--- src/sv/mspi_pkg.sv ---
// Shared types and constants for the metering SPI register slave.
package mspi_pkg;

  // Input action codes.
  localparam logic [1:0] ACT_BYTE    = 2'd0;
  localparam logic [1:0] ACT_LOAD    = 2'd1;
  localparam logic [1:0] ACT_RELEASE = 2'd2;

  // Frame commands and keys.
  localparam logic [7:0]  CMD_READ         = 8'h58;
  localparam logic [7:0]  CMD_WRITE        = 8'hA8;
  localparam logic [23:0] SOFT_RESET_MAGIC = 24'h5A5A5A;
  localparam logic [7:0]  UNLOCK_KEY       = 8'h55;
  localparam logic [9:0]  STATUS_MASK      = 10'h3FF;

  // Register addresses.
  localparam logic [7:0] ADDR_STATUS     = 8'h09;
  localparam logic [7:0] ADDR_RMS_OFFSET = 8'h12;
  localparam logic [7:0] ADDR_CREEP      = 8'h14;
  localparam logic [7:0] ADDR_FAST_THR   = 8'h15;
  localparam logic [7:0] ADDR_FAST_CYC   = 8'h16;
  localparam logic [7:0] ADDR_FREQ_CYC   = 8'h17;
  localparam logic [7:0] ADDR_OUT_SEL    = 8'h18;
  localparam logic [7:0] ADDR_USER_MODE  = 8'h19;
  localparam logic [7:0] ADDR_CUR_GAIN   = 8'h1A;
  localparam logic [7:0] ADDR_SOFT_RESET = 8'h1C;
  localparam logic [7:0] ADDR_UNLOCK     = 8'h1D;

  // Byte slots within a frame.
  localparam logic [2:0] SLOT_CMD  = 3'd0;
  localparam logic [2:0] SLOT_ADDR = 3'd1;
  localparam logic [2:0] SLOT_D2   = 3'd2;
  localparam logic [2:0] SLOT_D1   = 3'd3;
  localparam logic [2:0] SLOT_D0   = 3'd4;

  typedef enum logic [1:0] {
    OP_BYTE,
    OP_LOAD,
    OP_RELEASE,
    OP_IDLE
  } op_t;

  typedef enum logic [1:0] {
    ST_OK        = 2'd0,
    ST_CHECKSUM  = 2'd1,
    ST_BAD_CMD   = 2'd2,
    ST_PROTECTED = 2'd3
  } status_t;

  typedef struct packed {
    op_t         op;
    logic [7:0]  spi_byte;
    logic [3:0]  meas_index;
    logic [23:0] meas_value;
  } qentry_t;

  typedef struct packed {
    logic full;
    logic empty;
  } qstat_t;

endpackage

--- src/sv/mspi_front.sv ---
// Front end: accepts input transfers and classifies them into queue entries.
module mspi_front
  import mspi_pkg::*;
#(
  parameter int MEAS_SLOTS = 16
) (
  input  logic        in_valid,
  output logic        in_ready,
  input  logic [1:0]  in_action,
  input  logic [7:0]  in_spi_byte,
  input  logic [3:0]  in_meas_index,
  input  logic [23:0] in_meas_value,
  input  qstat_t      q_stat,
  output logic        q_push,
  output qentry_t     q_entry
);

  logic idx_ok;

  assign idx_ok   = {1'b0, in_meas_index} < 5'(MEAS_SLOTS);
  assign in_ready = !q_stat.full;
  assign q_push   = in_valid && in_ready;

  always_comb begin
    q_entry.spi_byte   = in_spi_byte;
    q_entry.meas_index = in_meas_index;
    q_entry.meas_value = in_meas_value;
    unique case (in_action)
      ACT_BYTE:    q_entry.op = OP_BYTE;
      ACT_LOAD:    q_entry.op = idx_ok ? OP_LOAD : OP_IDLE;
      ACT_RELEASE: q_entry.op = OP_RELEASE;
      default:     q_entry.op = OP_IDLE;
    endcase
  end

endmodule

--- src/sv/mspi_queue.sv ---
// Two-entry queue between the front end and the frame engine.
module mspi_queue
  import mspi_pkg::*;
(
  input  logic    clk,
  input  logic    rst_n,
  input  logic    push,
  input  qentry_t push_entry,
  input  logic    pop,
  output qentry_t pop_entry,
  output qstat_t  stat
);

  qentry_t    mem_r [2];
  logic       wr_ptr_r, wr_ptr_nxt;
  logic       rd_ptr_r, rd_ptr_nxt;
  logic [1:0] count_r, count_nxt;

  assign stat.full  = count_r == 2'd2;
  assign stat.empty = count_r == 2'd0;
  assign pop_entry  = mem_r[rd_ptr_r];

  always_comb begin
    wr_ptr_nxt = push ? !wr_ptr_r : wr_ptr_r;
    rd_ptr_nxt = pop ? !rd_ptr_r : rd_ptr_r;
    count_nxt  = count_r + 2'(push) - 2'(pop);
  end

  always_ff @(posedge clk) begin
    if (!rst_n) begin
      wr_ptr_r <= 1'b0;
      rd_ptr_r <= 1'b0;
      count_r  <= 2'd0;
    end else begin
      wr_ptr_r <= wr_ptr_nxt;
      rd_ptr_r <= rd_ptr_nxt;
      count_r  <= count_nxt;
    end
  end

  always_ff @(posedge clk) begin
    if (push) begin
      mem_r[wr_ptr_r] <= push_entry;
    end
  end

endmodule

--- src/sv/mspi_back.sv ---
// Frame engine: register file, frame tracking and the registered result stage.
module mspi_back
  import mspi_pkg::*;
#(
  parameter int MEAS_SLOTS = 16
) (
  input  logic       clk,
  input  logic       rst_n,
  input  logic       q_valid,
  input  qentry_t    q_entry,
  output logic       q_pop,
  output logic       out_valid,
  input  logic       out_ready,
  output logic [7:0] out_miso_byte,
  output logic       out_frame_end,
  output logic       out_write_done,
  output logic [1:0] out_frame_status
);

  localparam int IDX_W = $clog2(MEAS_SLOTS);

  function automatic logic [2:0] sat7(input logic [23:0] v);
    return (v > 24'd7) ? 3'd7 : v[2:0];
  endfunction

  function automatic logic [1:0] sat3(input logic [23:0] v);
    return (v > 24'd3) ? 2'd3 : v[1:0];
  endfunction

  function automatic logic [5:0] sat63(input logic [23:0] v);
    return (v > 24'd63) ? 6'd63 : v[5:0];
  endfunction

  logic [23:0] meas_r [MEAS_SLOTS];
  logic        meas_we;

  logic [2:0]  pos_r, pos_nxt;
  logic        is_wr_r, is_wr_nxt;
  logic [7:0]  addr_r, addr_nxt;
  logic [23:0] data_r, data_nxt;
  logic [7:0]  sum_r, sum_nxt;

  logic [7:0]  rms_offset_r, rms_offset_nxt;
  logic [7:0]  creep_r, creep_nxt;
  logic [15:0] fast_thr_r, fast_thr_nxt;
  logic [2:0]  fast_cyc_r, fast_cyc_nxt;
  logic [1:0]  freq_cyc_r, freq_cyc_nxt;
  logic [5:0]  out_sel_r, out_sel_nxt;
  logic [9:0]  user_mode_r, user_mode_nxt;
  logic [1:0]  cur_gain_r, cur_gain_nxt;
  logic [7:0]  unlock_r, unlock_nxt;

  logic        out_valid_r, out_valid_nxt;
  logic [7:0]  miso_r, miso_nxt;
  logic        fend_r, fend_nxt;
  logic        wdone_r, wdone_nxt;
  status_t     status_r, status_nxt;

  logic        fire;
  logic [23:0] rd_meas;
  logic [23:0] rd_value;
  logic [23:0] cur_data;
  logic [7:0]  d_byte;
  logic [7:0]  chk;
  logic        in_meas;

  assign fire      = q_valid && (!out_valid_r || out_ready);
  assign q_pop     = fire;
  assign in_meas   = addr_r < 8'(MEAS_SLOTS);
  assign rd_meas   = in_meas ? meas_r[addr_r[IDX_W-1:0]] : 24'd0;
  assign chk       = ~sum_r;

  // Read value of the addressed register.
  always_comb begin
    if (in_meas) begin
      rd_value = (addr_r == ADDR_STATUS) ? {14'd0, rd_meas[9:0] & STATUS_MASK} : rd_meas;
    end else begin
      unique case (addr_r)
        ADDR_RMS_OFFSET: rd_value = {16'd0, rms_offset_r};
        ADDR_CREEP:      rd_value = {16'd0, creep_r};
        ADDR_FAST_THR:   rd_value = {8'd0, fast_thr_r};
        ADDR_FAST_CYC:   rd_value = {21'd0, fast_cyc_r};
        ADDR_FREQ_CYC:   rd_value = {22'd0, freq_cyc_r};
        ADDR_OUT_SEL:    rd_value = {18'd0, out_sel_r};
        ADDR_USER_MODE:  rd_value = {14'd0, user_mode_r};
        ADDR_CUR_GAIN:   rd_value = {22'd0, cur_gain_r};
        ADDR_UNLOCK:     rd_value = {16'd0, unlock_r};
        default:         rd_value = 24'd0;
      endcase
    end
  end

  always_comb begin
    pos_nxt        = pos_r;
    is_wr_nxt      = is_wr_r;
    addr_nxt       = addr_r;
    data_nxt       = data_r;
    sum_nxt        = sum_r;
    rms_offset_nxt = rms_offset_r;
    creep_nxt      = creep_r;
    fast_thr_nxt   = fast_thr_r;
    fast_cyc_nxt   = fast_cyc_r;
    freq_cyc_nxt   = freq_cyc_r;
    out_sel_nxt    = out_sel_r;
    user_mode_nxt  = user_mode_r;
    cur_gain_nxt   = cur_gain_r;
    unlock_nxt     = unlock_r;
    meas_we        = 1'b0;
    miso_nxt       = 8'd0;
    fend_nxt       = 1'b0;
    wdone_nxt      = 1'b0;
    status_nxt     = ST_OK;
    cur_data       = 24'd0;
    d_byte         = 8'd0;

    if (fire) begin
      unique case (q_entry.op)
        OP_LOAD: meas_we = 1'b1;
        OP_RELEASE: begin
          pos_nxt   = SLOT_CMD;
          is_wr_nxt = 1'b0;
          addr_nxt  = 8'd0;
          data_nxt  = 24'd0;
          sum_nxt   = 8'd0;
        end
        OP_BYTE: begin
          unique case (pos_r)
            SLOT_CMD: begin
              if (q_entry.spi_byte == CMD_READ || q_entry.spi_byte == CMD_WRITE) begin
                is_wr_nxt = q_entry.spi_byte == CMD_WRITE;
                sum_nxt   = q_entry.spi_byte;
                data_nxt  = 24'd0;
                pos_nxt   = SLOT_ADDR;
              end else begin
                status_nxt = ST_BAD_CMD;
              end
            end
            SLOT_ADDR: begin
              addr_nxt = q_entry.spi_byte;
              sum_nxt  = sum_r + q_entry.spi_byte;
              pos_nxt  = SLOT_D2;
            end
            SLOT_D2, SLOT_D1, SLOT_D0: begin
              if (is_wr_r) begin
                data_nxt = {data_r[15:0], q_entry.spi_byte};
                d_byte   = q_entry.spi_byte;
              end else begin
                // Read data is snapshotted at the first data slot.
                cur_data = (pos_r == SLOT_D2) ? rd_value : data_r;
                data_nxt = cur_data;
                unique case (pos_r)
                  SLOT_D2: d_byte = cur_data[23:16];
                  SLOT_D1: d_byte = cur_data[15:8];
                  default: d_byte = cur_data[7:0];
                endcase
                miso_nxt = d_byte;
              end
              sum_nxt = sum_r + d_byte;
              pos_nxt = pos_r + 3'd1;
            end
            default: begin
              fend_nxt = 1'b1;
              if (is_wr_r) begin
                if (q_entry.spi_byte != chk) begin
                  status_nxt = ST_CHECKSUM;
                end else if (unlock_r != UNLOCK_KEY && addr_r != ADDR_UNLOCK) begin
                  status_nxt = ST_PROTECTED;
                end else begin
                  wdone_nxt = 1'b1;
                  unique case (addr_r)
                    ADDR_RMS_OFFSET: rms_offset_nxt = data_r[7:0];
                    ADDR_CREEP:      creep_nxt      = data_r[7:0];
                    ADDR_FAST_THR:   fast_thr_nxt   = data_r[15:0];
                    ADDR_FAST_CYC:   fast_cyc_nxt   = sat7(data_r);
                    ADDR_FREQ_CYC:   freq_cyc_nxt   = sat3(data_r);
                    ADDR_OUT_SEL:    out_sel_nxt    = sat63(data_r);
                    ADDR_USER_MODE:  user_mode_nxt  = data_r[9:0];
                    ADDR_CUR_GAIN:   cur_gain_nxt   = sat3(data_r);
                    ADDR_UNLOCK:     unlock_nxt     = data_r[7:0];
                    ADDR_SOFT_RESET: begin
                      if (data_r == SOFT_RESET_MAGIC) begin
                        rms_offset_nxt = 8'd0;
                        creep_nxt      = 8'd0;
                        fast_thr_nxt   = 16'd0;
                        fast_cyc_nxt   = 3'd0;
                        freq_cyc_nxt   = 2'd0;
                        out_sel_nxt    = 6'd0;
                        user_mode_nxt  = 10'd0;
                        cur_gain_nxt   = 2'd0;
                        unlock_nxt     = 8'd0;
                      end else begin
                        wdone_nxt = 1'b0;
                      end
                    end
                    default: wdone_nxt = 1'b0;
                  endcase
                end
              end else begin
                miso_nxt = chk;
              end
              pos_nxt   = SLOT_CMD;
              is_wr_nxt = 1'b0;
              addr_nxt  = 8'd0;
              data_nxt  = 24'd0;
              sum_nxt   = 8'd0;
            end
          endcase
        end
        default: ;
      endcase
    end

    if (fire) begin
      out_valid_nxt = 1'b1;
    end else if (out_ready) begin
      out_valid_nxt = 1'b0;
    end else begin
      out_valid_nxt = out_valid_r;
    end
  end

  always_ff @(posedge clk) begin
    if (!rst_n) begin
      pos_r        <= SLOT_CMD;
      is_wr_r      <= 1'b0;
      addr_r       <= 8'd0;
      data_r       <= 24'd0;
      sum_r        <= 8'd0;
      rms_offset_r <= 8'd0;
      creep_r      <= 8'd0;
      fast_thr_r   <= 16'd0;
      fast_cyc_r   <= 3'd0;
      freq_cyc_r   <= 2'd0;
      out_sel_r    <= 6'd0;
      user_mode_r  <= 10'd0;
      cur_gain_r   <= 2'd0;
      unlock_r     <= 8'd0;
      out_valid_r  <= 1'b0;
      for (int i = 0; i < MEAS_SLOTS; i++) begin
        meas_r[i] <= 24'd0;
      end
    end else begin
      pos_r        <= pos_nxt;
      is_wr_r      <= is_wr_nxt;
      addr_r       <= addr_nxt;
      data_r       <= data_nxt;
      sum_r        <= sum_nxt;
      rms_offset_r <= rms_offset_nxt;
      creep_r      <= creep_nxt;
      fast_thr_r   <= fast_thr_nxt;
      fast_cyc_r   <= fast_cyc_nxt;
      freq_cyc_r   <= freq_cyc_nxt;
      out_sel_r    <= out_sel_nxt;
      user_mode_r  <= user_mode_nxt;
      cur_gain_r   <= cur_gain_nxt;
      unlock_r     <= unlock_nxt;
      out_valid_r  <= out_valid_nxt;
      if (meas_we) begin
        meas_r[q_entry.meas_index[IDX_W-1:0]] <= q_entry.meas_value;
      end
    end
  end

  always_ff @(posedge clk) begin
    if (fire) begin
      miso_r   <= miso_nxt;
      fend_r   <= fend_nxt;
      wdone_r  <= wdone_nxt;
      status_r <= status_nxt;
    end
  end

  assign out_valid        = out_valid_r;
  assign out_miso_byte    = miso_r;
  assign out_frame_end    = fend_r;
  assign out_write_done   = wdone_r;
  assign out_frame_status = status_r;

endmodule

--- src/sv/metering_spi_register_slave_top.sv ---
// An accepted transfer is first written into the queue, and the engine then registers its result.
// Throughput: one transfer per cycle while the output side takes every result.
// A two-entry queue sits between the classifier and the engine, so input keeps flowing
// while a result waits for the output side to take it.
// Reset (rst_n low, synchronous) empties the queue, drops any pending result and clears
// the frame state, the measured registers and all user registers to zero.
module metering_spi_register_slave_top
  import mspi_pkg::*;
#(
  parameter int MEAS_SLOTS = 16
) (
  input  logic        clk,
  input  logic        rst_n,
  input  logic        in_valid,
  output logic        in_ready,
  input  logic [1:0]  in_action,
  input  logic [7:0]  in_spi_byte,
  input  logic [3:0]  in_meas_index,
  input  logic [23:0] in_meas_value,
  output logic        out_valid,
  input  logic        out_ready,
  output logic [7:0]  out_miso_byte,
  output logic        out_frame_end,
  output logic        out_write_done,
  output logic [1:0]  out_frame_status
);

  // Handshake between the front end, the queue and the frame engine.
  qstat_t  q_stat;
  logic    q_push;
  logic    q_pop;
  qentry_t q_in;
  qentry_t q_out;

  // The front end turns each input transfer into an operation code. Loads that
  // address a slot beyond the measured register file become no-ops here, so the
  // engine never sees an out-of-range index.
  mspi_front #(
    .MEAS_SLOTS(MEAS_SLOTS)
  ) u_front (
    .in_valid      (in_valid),
    .in_ready      (in_ready),
    .in_action     (in_action),
    .in_spi_byte   (in_spi_byte),
    .in_meas_index (in_meas_index),
    .in_meas_value (in_meas_value),
    .q_stat        (q_stat),
    .q_push        (q_push),
    .q_entry       (q_in)
  );

  // The queue decouples the two sides: the engine can stall on the output
  // without pushing back on the input until both entries are occupied.
  mspi_queue u_queue (
    .clk        (clk),
    .rst_n      (rst_n),
    .push       (q_push),
    .push_entry (q_in),
    .pop        (q_pop),
    .pop_entry  (q_out),
    .stat       (q_stat)
  );

  // The engine pops one operation whenever its result register is free or
  // being drained, updates the frame and register state, and registers the result.
  mspi_back #(
    .MEAS_SLOTS(MEAS_SLOTS)
  ) u_back (
    .clk              (clk),
    .rst_n            (rst_n),
    .q_valid          (!q_stat.empty),
    .q_entry          (q_out),
    .q_pop            (q_pop),
    .out_valid        (out_valid),
    .out_ready        (out_ready),
    .out_miso_byte    (out_miso_byte),
    .out_frame_end    (out_frame_end),
    .out_write_done   (out_write_done),
    .out_frame_status (out_frame_status)
  );

  // A register update only happens on a completed, accepted frame.
  assert property (@(posedge clk) disable iff (!rst_n)
    out_valid && out_write_done |-> out_frame_end && out_frame_status == ST_OK)
    else $error("write_done without a clean frame end");

  // A rejected command byte never completes a frame.
  assert property (@(posedge clk) disable iff (!rst_n)
    out_valid && out_frame_status == ST_BAD_CMD |-> !out_frame_end)
    else $error("bad command reported on a frame end");

  // The queue can never report full and empty at once.
  assert property (@(posedge clk) disable iff (!rst_n)
    !(q_stat.full && q_stat.empty))
    else $error("queue status inconsistent");

  // The engine only pops what the queue holds.
  assert property (@(posedge clk) disable iff (!rst_n)
    q_pop |-> !q_stat.empty)
    else $error("pop from empty queue");

endmodule

--- config.mk ---
export PLATFORM = sky130hd
export DESIGN_NAME = metering_spi_register_slave_top
export DESIGN_NICKNAME = d
export VERILOG_FILES = /design/src/sv/mspi_pkg.sv /design/src/sv/mspi_front.sv /design/src/sv/mspi_queue.sv /design/src/sv/mspi_back.sv /design/src/sv/metering_spi_register_slave_top.sv
export SDC_FILE = /design/constraint.sdc
export NUM_CORES = 1
export LEC_CHECK = 0
export ABC_CLOCK_PERIOD_IN_PS = 3800
export BUFFER_PORTS_ARGS = -buffer_cell sky130_fd_sc_hd__buf_2
export CELL_PAD_IN_SITES_DETAIL_PLACEMENT = 0
export CELL_PAD_IN_SITES_GLOBAL_PLACEMENT = 1
export CORE_MARGIN = 2
export CORE_UTILIZATION = 35
export DETAILED_ROUTE_END_ITERATION = 8
export PLACE_DENSITY_LB_ADDON = 0.2
export SLEW_MARGIN = 20
export SYNTH_ARGS = -nofsm -noshare
export SYNTH_HDL_FRONTEND = slang
export SYNTH_HIERARCHICAL = 1
export SYNTH_SLANG_ARGS = --single-unit
--- constraint.sdc ---
create_clock -name clk -period 3.8 [get_ports clk]
set_input_delay 0.57 -clock clk [delete_from_list [all_inputs] [get_ports clk]]
set_output_delay 0.57 -clock clk [all_outputs]
set_load 0.02 [all_outputs]
==> metrics.yaml <==
status: "complete, no violations"
synth_area_um2: 27590
root_buffer: "clkbuf_16"
synth_cell_types: 75
ys_ff_latch: 589
synthTopCellsByArea: "edfxtp_1, and2_1, dfxtp_1"
die_w_um: 284.8
viasPerCell: 5.290
ir_drop_uv: 342.1
pwr-share-seq_pct: 47.0
io_buffers: 55
finalCriticalPeriod_ps: 3787
insertion_delay_ps: 610
dp_cells: 3173
ff_latch_area_um2: 16530
startpoint_type: "register"
p_int_mw: 11.74
yosysTopAreaCell: "edfxtp_1"
r2r_cells: 17
drv_cap: 0
slew_headroom_pct: 31.26
remaining_drc_errors: 0
grt_max_degree: 49
initialDrtViolationCount: 1463
final_nets: 2309
power_mw: 15.97
postLayoutCoreUtil_pct: 42.07
instances_no_fill: 3350
rows: 102
start_util_pct: 35.50
power.density_nw_per_um2: 488.5
num_vias: 17720
yosysTopAreaCellShare_pct: 51.38
crit_path_end_kind: "register"
place_ws_ps: -311.9
multi_input_area_um2: 10650
p_leak_nw: 11.68
setup_viol: 0
wl_per_cell_um: 25.37
syn_to_final_growth_pct: 18.51
synth.top_cells.by_count: "edfxtp_1, and2_1, nand2_1, dfxtp_1, clkbuf_1"
numCtsBuffers: 69
fmax_mhz: 264.1
cp.arrival_ps: 4290
core_um2: 77720
ant_nets: 0
ys_warn_count: 6
endpoint: "u_back/sum_r[6]$_SDFFE_PN0P_"
rsz0062_at_grt: "yes"
grt.overflow.total: 0
die_h_um: 284.8
pwr-share-clk_pct: 39.9
worst_pin_slew_ps: 1031
die_area_um2: 81080
syn_nets: 2182
synth_ff_type: "edfxtp_1"
hold_viol: 0
cts.reportedPaths.clkPinSlew_ps: 60
grt_pass1_vias: 18110
wl_um: 85000
setup_slack_ps: 13.05
hpwlAfterDp_um: 51330
gp_congestion: 0.8296
seq_area_frac_synth_pct: 59.87
crit_type: "register to register"
io_pins: 56
p_comb_share_pct: 13.1
cts_buffer_depth: 3
swShare_pct: 26.50
hp-class: "primary input to register"
stdcell_area_um2: 32690
skew_ps: 25.16
cts_tree: "built"
drive_above_1_share_pct: 26.09
cp.required_ps: 4300
fillers: 7161
fin_crit_sh_pct: 99.66
switchingPower_mw: 4.232
ff2ff_setup_slack_ps: 10
place_area_um2: 29650
clock-sinks: 589
drv_slew: 0
htreeDepth: 3
synthCells: 2125
reg2reg_to: "u_back/sum_r[6]$_SDFFE_PN0P_"
synth_edf_count: 472
drt-pass1-iter-count: 5
critPathMaxFanout: 4
grt_usage_pct: 20.98
antenna_found_initial: 1
async_flop_share_pct: 0
avgSynthCellArea_um2: 12.98
synth_most_common_cell: "edfxtp_1"
grt_pass1_wl_um: 125100
==> worst max-delay path, cell delays in order, from the launching register on <==
cell,delay (ps)
dfxtp_4,400
buf_12,130
buf_6,90
mux4_2,490
mux4_2,570
a21oi_4,180
a21oi_2,60
nor2b_4,150
a21oi_2,70
ha_2,220
fa_2,370
a21o_1,170
a21oi_2,140
o21bai_1,80
a21oi_1,160
xnor2_1,120
a221oi_2,220
nor2_1,60
==> per-layer routing <==
layer	wire length [um]	share of wire, %	up-vias	global-route usage (%)
met5	0	0	-	0
li1	-	-	7995	-
met4	2211	2.6	0	5.829
met2	42380	50	476	35.95
met1	36490	43	9122	27.92
met3	3913	4.6	129	2.752
==> cells in the final DEF (no fill, tap or decap), drive strengths merged, types with 6 or more instances in the layout <==
cell type	Yosys	final
buf	72	243
a21oi	84	84
o22ai	10	10
nand2b	16	16
a221oi	11	11
nand3	46	46
dfxtp	117	117
mux2i	55	55
a21o	6	6
nor2	90	90
ha	14	14
a22oi	12	12
nor2b	24	24
o21ai	111	111
mux4	102	102
inv	14	18
clkinv	0	26
nand2	158	158
edfxtp	472	472
o221ai	6	6
mux2	56	56
o211ai	13	13
nand4	7	7
nor3	21	21
clkbuf	117	93
and2	401	401
a31oi	7	7
xor2	9	9
==> per-stage QoR <==
step                setup TNS [ps]  hold slack, ps
floorplan                   -14020           431.6
global placement            -616.9           438.7
detailed placement          -891.6           446.5
CTS                         -1.930           101.6
global route                -325.8           110.9
finish                           0           144.3
==> logic make-up (layout without fill, tap and decap cells) <==
family                     Yosys count  after routing  synth area share [%]
AOI/OAI and AO/OA                  292            292                 6.454
and+or+nand+nor                    798            798                 16.04
buffers and inverters              203            385                 3.528
adders and majority gates           15             15                0.7075
other                                0              3                     0
DFF                                589            589                 59.87
xor gates and xnor gates            15             15                0.5261
muxes                              213            213                 12.88
==> sequential cells by signal (all words and copies together) (netlist names), 2 cells and up, named ones only <==
name                     cells
u_queue/mem_r               76
u_back/rms_offset_r          8
u_back/sum_r                 8
u_back/creep_r               8
u_back/out_sel_r             6
u_queue/count_r              2
u_back/fast_cyc_r            3
u_back/freq_cyc_r            2
u_back/user_mode_r          10
u_back/cur_gain_r            2
u_back/meas_r              384
u_back/pos_r                 3
u_back/out_frame_status      2
u_back/addr_r                8
u_back/unlock_r              8
u_back/fast_thr_r           16
u_back/data_r               24
u_back/out_miso_byte         8
==> worst min path at each step <==
stage	start	endpoint	slack [ps]	cells past startpoint
after global placement	u_back/fast_thr_r[15]$_SDFFE_PN0P_	u_back/fast_thr_r[15]$_SDFFE_PN0P_	440	2
after floorplan	u_back/freq_cyc_r[0]$_SDFFE_PN0P_	u_back/freq_cyc_r[0]$_SDFFE_PN0P_	430	2
after global routing	in_meas_value[20]	u_queue/mem_r[1][20]$_DFFE_PP_	110	1
after CTS	in_meas_value[20]	u_queue/mem_r[1][20]$_DFFE_PP_	100	1
after detailed placement	u_back/out_sel_r[1]$_SDFFE_PN0P_	u_back/out_sel_r[1]$_SDFFE_PN0P_	450	2
final	in_meas_value[20]	u_queue/mem_r[1][20]$_DFFE_PP_	140	1
==> cell type report <==
cell class,count,share of cell area (%)
tap,1040,3.980
inverter,14,0.1607
antenna,3,0.02296
clock buffer,92,5.668
timing repair buffer,245,6.116
multi-input combinational,1333,32.56
sequential,589,50.55
clock inverter,34,0.9376
==> power by group through the flow <==
stage               Sequential [mW]  Combinational, mW  Clock [mW]
global route                   7.54               2.25        6.77
floorplan                      7.66               1.20           0
global placement               7.63               2.01           0
detailed placement             7.64               2.02           0
CTS                            7.51               2.08        6.54
finish                         7.50               2.09        6.38
==> repair_timing <==
action,in CTS,in global routing
buffers inserted,38,6
cloned,4,1
hold buffers,0,0
pin swaps,27,13
setup endpoints to repair,5,7
resized for setup,56,24
No activity file was read; power rests on OpenSTA's default activity.
